`config.mk`:
```
export PLATFORM = sky130hd
export DESIGN_NAME = ede_ctrl
export DESIGN_NICKNAME = d
export VERILOG_FILES = /design/src/design/edit_distance_engine_macros.svh /design/src/design/ede_pkg.sv /design/src/design/ede_ctrl.sv
export SDC_FILE = /design/constraint.sdc
export NUM_CORES = 1
export LEC_CHECK = 0
export ABC_AREA = 1
export CAP_MARGIN = 20
export CORE_AREA = 2 2 39 41
export CTS_BUF_LIST = sky130_fd_sc_hd__clkbuf_8
export DETAILED_ROUTE_END_ITERATION = 7
export DIE_AREA = 0 0 41 43
export DONT_BUFFER_PORTS = 1
export GPL_TIMING_DRIVEN = 0
export HOLD_SLACK_MARGIN = 0.12
export SLEW_MARGIN = 10
export SYNTH_ARGS = -nofsm -noshare
export SYNTH_HDL_FRONTEND = slang
export SYNTH_SLANG_ARGS = --single-unit
```
`constraint.sdc`:
```
create_clock -name clk_i -period 1.1 [get_ports clk_i]
set_clock_uncertainty 0.15 [all_clocks]
set_input_delay 0 -clock clk_i [delete_from_list [all_inputs] [get_ports clk_i]]
set_output_delay 0 -clock clk_i [all_outputs]
set_load 0.02 [all_outputs]
```
`src/design/edit_distance_engine_macros.svh`:
```
// ----------------------------------------------------------------------------
// Edit distance engine assertion macros
// Shorthand for clocked implication checks, disabled while in reset.
// ----------------------------------------------------------------------------
`ifndef EDIT_DISTANCE_ENGINE_MACROS_SVH
`define EDIT_DISTANCE_ENGINE_MACROS_SVH

// The consequent must hold in the same cycle as the antecedent.
`define EDE_ASSERT_SAME(label, ante, cons, msg) \
  label: assert property (@(posedge clk_i) disable iff (!rst_ni) (ante) |-> (cons)) \
    else $error(msg);

// The consequent must hold in the cycle after the antecedent.
`define EDE_ASSERT_NEXT(label, ante, cons, msg) \
  label: assert property (@(posedge clk_i) disable iff (!rst_ni) (ante) |=> (cons)) \
    else $error(msg);

`endif

```
`src/design/ede_pkg.sv`:
```
// ----------------------------------------------------------------------------
// Edit distance engine package
// Shared widths, opcodes, payload types and controller/datapath signal groups.
// ----------------------------------------------------------------------------
package ede_pkg;

  localparam int MaxLen = 2048;
  localparam int IdxW   = $clog2(MaxLen);
  localparam int LenW   = $clog2(MaxLen + 1);
  localparam int DistW  = 12;

  localparam logic [1:0] OpAppendA = 2'd0;
  localparam logic [1:0] OpAppendB = 2'd1;
  localparam logic [1:0] OpCompute = 2'd2;

  typedef struct packed {
    logic [1:0] opcode;
    logic [7:0] symbol;
  } ede_in_t;

  typedef struct packed {
    logic [DistW-1:0] distance;
    logic             overflow;
  } ede_out_t;

  // Commands from the controller to the datapath.
  typedef struct packed {
    logic append_a;
    logic append_b;
    logic start;
    logic row;
    logic update;
    logic emit;
  } ede_cmd_t;

  // Status from the datapath to the controller.
  typedef struct packed {
    logic a_zero;
    logic b_zero;
    logic last_col;
    logic last_row;
  } ede_status_t;

endpackage

```
`src/design/ede_ctrl.sv`:
```
// ----------------------------------------------------------------------------
// Edit distance engine controller
// Input and output handshakes and the row/cell sequencing of the cost table.
// ----------------------------------------------------------------------------
module ede_ctrl
  import ede_pkg::*;
(
  input  logic        clk_i,
  input  logic        rst_ni,
  input  logic        in_valid_i,
  output logic        in_ready_o,
  input  logic [1:0]  opcode_i,
  output logic        out_valid_o,
  input  logic        out_ready_i,
  input  ede_status_t status_i,
  output ede_cmd_t    cmd_o
);

  localparam logic [1:0] StIdle = 2'd0;
  localparam logic [1:0] StRow  = 2'd1;
  localparam logic [1:0] StCell = 2'd2;
  localparam logic [1:0] StDone = 2'd3;

  logic [1:0] state_d, state_q;
  logic       out_valid_d, out_valid_q;
  logic       accept;

  assign in_ready_o = (state_q == StIdle);
  assign accept     = in_valid_i & in_ready_o;

  always_comb begin
    state_d = state_q;
    cmd_o   = '0;
    unique case (state_q)
      StIdle: begin
        if (accept) begin
          unique case (opcode_i)
            OpAppendA: cmd_o.append_a = 1'b1;
            OpAppendB: cmd_o.append_b = 1'b1;
            OpCompute: begin
              cmd_o.start = 1'b1;
              // An empty string needs no table: the answer is the other length.
              state_d = (status_i.a_zero | status_i.b_zero) ? StDone : StRow;
            end
            default: ;
          endcase
        end
      end
      StRow: begin
        cmd_o.row = 1'b1;
        state_d   = StCell;
      end
      StCell: begin
        cmd_o.update = 1'b1;
        if (status_i.last_col) begin
          state_d = status_i.last_row ? StDone : StRow;
        end
      end
      StDone: begin
        if (!out_valid_q || out_ready_i) begin
          cmd_o.emit = 1'b1;
          state_d    = StIdle;
        end
      end
      default: state_d = StIdle;
    endcase
  end

  always_comb begin
    out_valid_d = out_valid_q;
    if (cmd_o.emit) begin
      out_valid_d = 1'b1;
    end else if (out_ready_i) begin
      out_valid_d = 1'b0;
    end
  end

  always_ff @(posedge clk_i or negedge rst_ni) begin
    if (!rst_ni) begin
      state_q     <= StIdle;
      out_valid_q <= 1'b0;
    end else begin
      state_q     <= state_d;
      out_valid_q <= out_valid_d;
    end
  end

  assign out_valid_o = out_valid_q;

endmodule

```
## Word-level counts from Yosys, hierarchy flattened

Cells that the tools add are included.

- Muxes and demuxes: 18
- Bitwise gates (word level): 2
- Reduce and logical (&&, ||, !) cells: 6
- Equality and inequality tests: 9

Operators with widths:

| cell | number |
|---|---|
| $mux W2 | 6 |
| $mux W1 | 9 |
| $pmux W2 S4 | 1 |
| $eq A2 B2 Y1 const B | 3 |
| $mux W3 | 2 |
| $eq A2 B1 Y1 const B | 2 |
| $logic_not A2 Y1 | 2 |
| $ne A2 B1 Y1 const B | 2 |
| $ne A2 B2 Y1 const B | 2 |
| $reduce_and A4 Y1 | 1 |
| $reduce_bool A2 Y1 | 1 |
| $and A1 B1 Y1 | 1 |
| $logic_not A1 Y1 | 1 |
| $logic_or A1 B1 Y1 | 1 |
| $or A1 B1 Y1 | 1 |

- Flip-flop bits (word level): 3
- Word-level logic and storage cells: 37

## Logic depth before layout (Yosys ltp)

- Word-level depth: 5
- Mapped depth: 6

## Worst setup path before layout

No wires, ideal clock.

- Path kind: flip-flop to output port
- Start: register state_q[0]
- End: output cmd_o[4] (netlist name)
- Cell stages (with the launch flop): 4
- Required time: 950 ps
- Path slack: -348 ps
- Arrival time: 1298 ps
- Path buffers: 0
- Cell sequence: dfrtp_1 -> nor2_2 -> nand2_1 -> nor3_1

RTL lines:

| element | line | RTL |
|---|---|---|
| from (decl) | ede_ctrl.sv:24 | `logic [1:0] state_d, state_q;` |
| from (signal assigned) | ede_ctrl.sv:80 | `state_q <= StIdle;` |
| from (signal assigned) | ede_ctrl.sv:83 | `state_q <= state_d;` |
| to (decl) | ede_ctrl.sv:16 | `output ede_cmd_t cmd_o` |

==> results.md <==
* Run status: finished with violations
* Gate count after technology mapping at 36
* Relative max-transition margin at between 50 and 60%
* Starting utilization of the core area at 16.55%
* Ordered cell list for the critical path: nor2_4, nand2_4, nor3_4
* Leakage power at 0.2371 nW
* Arrival time reported for the critical path endpoint at 1.19 ns
* Number of antenna violations at the first check in global routing at 0
* Placement-stage cell area at approximately 290 um^2
* Worst Setup Path Type: flop to output pin
* Final count of negative-setup-slack endpoints at 8
* Top post-synthesis cells by area: dfrtp_1, inv_1, nand2_1
* DP Worst Slack at -0.1422 ns
* Part of the cycle the worst path needs at 122.1%
* Number of remaining DRC errors at 0
* Number of I/O pins at 18
* Crit path max-delay family: simple AND/OR/NAND/NOR gates
* Violations in the final reports: negative hold slack, negative setup slack
* Crit path launch type: flop
* Area share of the largest cell type after synthesis at between 30% and 40%
* Type of the worst min-delay path: primary input to output pin
* Maximum ir drop on the vdd rail at between 0.0009 and 0.001 V
* Signed area change from the synthesized netlist to the final layout at 110.4%
* CTS hold repair buffers at 7
* Htree depth at 1
* Highest achievable clock rate at around 0.74 GHz
* Pwr Total at 1.369 mW
* Final routed wire length divided by cell count at 8.174 um
* Clock latency on the worst-skew pair at 0.22 ns
* Fillers at 152
* Remaining global-route overflow at 0
* Cell with the biggest individual delay on the critical path: dfrtp_2
* Y dimension of the die at ~43 um
* Pin count of the biggest net entering global routing at 5
* Pwr/cell area at around 2800 nW/um^2
* Number of enable-type register cells in the synthesized netlist at 0
* TritonCTS clock tree: done
* Global Route Usage Sum at under 10%
* Synth Net Count at 46
* Share of async-settable or async-resettable flops after synthesis at 100.0%
* Final #Nets at 64
* Shortest period the worst path allows at ~1.3 ns
* Distinct cell type count of the synthesized netlist at 13
* Most instantiated cells after synthesis: inv_1, nand2_1, nor2_1
* Share of the yosys chip area belonging to registers at roughly a third
* Floorplan die area at 1763 um^2
* Detailed router's first-iteration violation count at 0
* Largest area contributor in the netlist: dfrtp_1
* Mapped Avg Cell Area at about 6.4 um^2
* Library cell used as clock root buffer: clkbuf_8
* Fraction of final layout cells sized beyond drive strength 1 at a little under half
* Register bit count reported by yosys at 3
* Combined flip-flop and latch cell area at between 70 and 80 um^2
* Leading register cell type out of synthesis: dfrtp_1
* GP Congestion at ~0.76
* Clock transition at path regs at roughly 0.03 ns
* Largest buffer count on any clock path at 2
* Required time of the critical path at around 0.95 ns
* Core area at 1384 um^2
* Critical path capture point type: output pin
* Floorplan row count at 14
* Multi-input gate area at approximately 170 um^2
* Via/cell ratio at between 3 and 4
* Area of the mapped netlist at 229.0 um^2
* Final wirelength at 564 um
* Slack of the critical path at -0.2436 ns
* Total number of vias at approximately 270
* Transition time at the pin with the least slew margin at between 0.6 and 0.7 ns
* Final-report hold violation count at 4
* Post-DP HPWL at approximately 430 um
* First-pass DRT Iterations at 1
* Vias in the first global route at 230
* Worst hold-check slack at -0.1140 ns
* Synth warnings at 0
* Number of buffers inserted by port buffering at 0
* Antenna cells at 0
* Setup repair after global routing missed its margin: yes
* Max Cap Viol at 0
* Buffers plus inverters on the worst setup path at 0
* Peak per-stage delay on the critical path at 0.42 ns
* Clk sinks at 3
* Die Width at just over 40 um
* Max Slew Vio Count at 0
* Post-DRT Antenna Nets at 0
* Number of buffers inserted during clock tree synthesis at 3
* Wire length of the first global-routing pass at between 800 and 900 um
* Total negative setup slack at -1.487 ns
* Critical Path Fanout Max at 4
* Layout Cell Area excl Fill at ~480 um^2
-- layout make-up --
type	count	share of cell area, %
repair buffers	13	26.23
inverters	9	7.532
well taps	16	4.156
flip-flops and latches	3	16.36
clock buffers	3	8.571
plain buffers	1	1.558
clock inverters	1	0.7792
multi-input cells	23	34.81
-- flip-flops by register name, indices dropped and copies added, names as in the netlist --
name	count
state_q	2
out_valid_o	1
-- routing by layer --
layer  share of wire, %  GRT usage [%]
met1                 38          7.767
met2                 45          10.94
met3                 15          7.330
met4                2.3          6.000
met5                  0              0
-- cells in the final DEF (no fill, tap or decap) --
cell / n
inv_2: 1
nor3_4: 2
buf_6: 3
nand2_2: 2
dfrtp_2: 3
o21ai_0: 1
nand3_1: 3
inv_1: 7
buf_4: 4
nor2_1: 3
clkbuf_8: 3
dlygate4sd3_1: 7
nand2_1: 5
inv_4: 1
clkinv_1: 1
nor3_1: 1
nor2_4: 4
nand2_4: 2
-- worst register-to-register path: stages, from the launching register on --
cell and delay (ns):
dfrtp_2 0.42, buf_4 0.14, buf_6 0.12, nor2_4 0.16, nand2_2 0.08, nand3_1 0.09, nand2_1 0.05
-- metrics by stage --
stage | utilization, % | instances | hold WS [ns]
CTS | 34.81 | 69 | -0.1133
detailed placement | 21.07 | 52 | -0.4455
global placement | 21.07 | 52 | -0.4455
finish | 34.81 | 69 | -0.1140
global route | 34.81 | 69 | -0.1112
floorplan | - | 36 | -0.4456
-- repair_timing --
action	4_1_cts	5_1_grt
setup endpoints to repair	7	9
buffers inserted	6	0
pin swaps	6	1
gates resized for setup	9	1
hold endpoints to repair	9	5
-- cells by family (layout without fill, tap and decap cells) --
kind of cell / after synthesis / count (layout) / share of synthesized area (%)
buffers and inverters: 10 / 27 / 18.03
and+or+nand+nor: 22 / 22 / 46.99
AOI/OAI and AO/OA: 1 / 1 / 2.184
DFF: 3 / 3 / 32.79
-- report_power, final --
group,total (mW),switching (mW),internal [mW]
Combinational,0.788,0.437,0.351
Sequential,0.271,0.0914,0.180
Clock,0.309,0.0719,0.237
-- path summary, 6_finish.rpt --
| kind | start | depth (start not counted) | end | slack, ns |
|---|---|---|---|---|
| hold reg to reg | out_valid_o | 2 | out_valid_o | 0.47 |
| setup reg to reg | state_q[0] | 6 | state_q[0] | -0.21 |
| max in group asynchronous | rst_ni | 2 | state_q[0] | 0.22 |
| min in group asynchronous | rst_ni | 2 | out_valid_o | 0.42 |
| setup / recovery | state_q[0] | 3 | cmd_o[5] | -0.24 |
| hold / removal | opcode_i[1] | 1 | cmd_o[4] | -0.11 |
(Power assumes the default switching activity.)
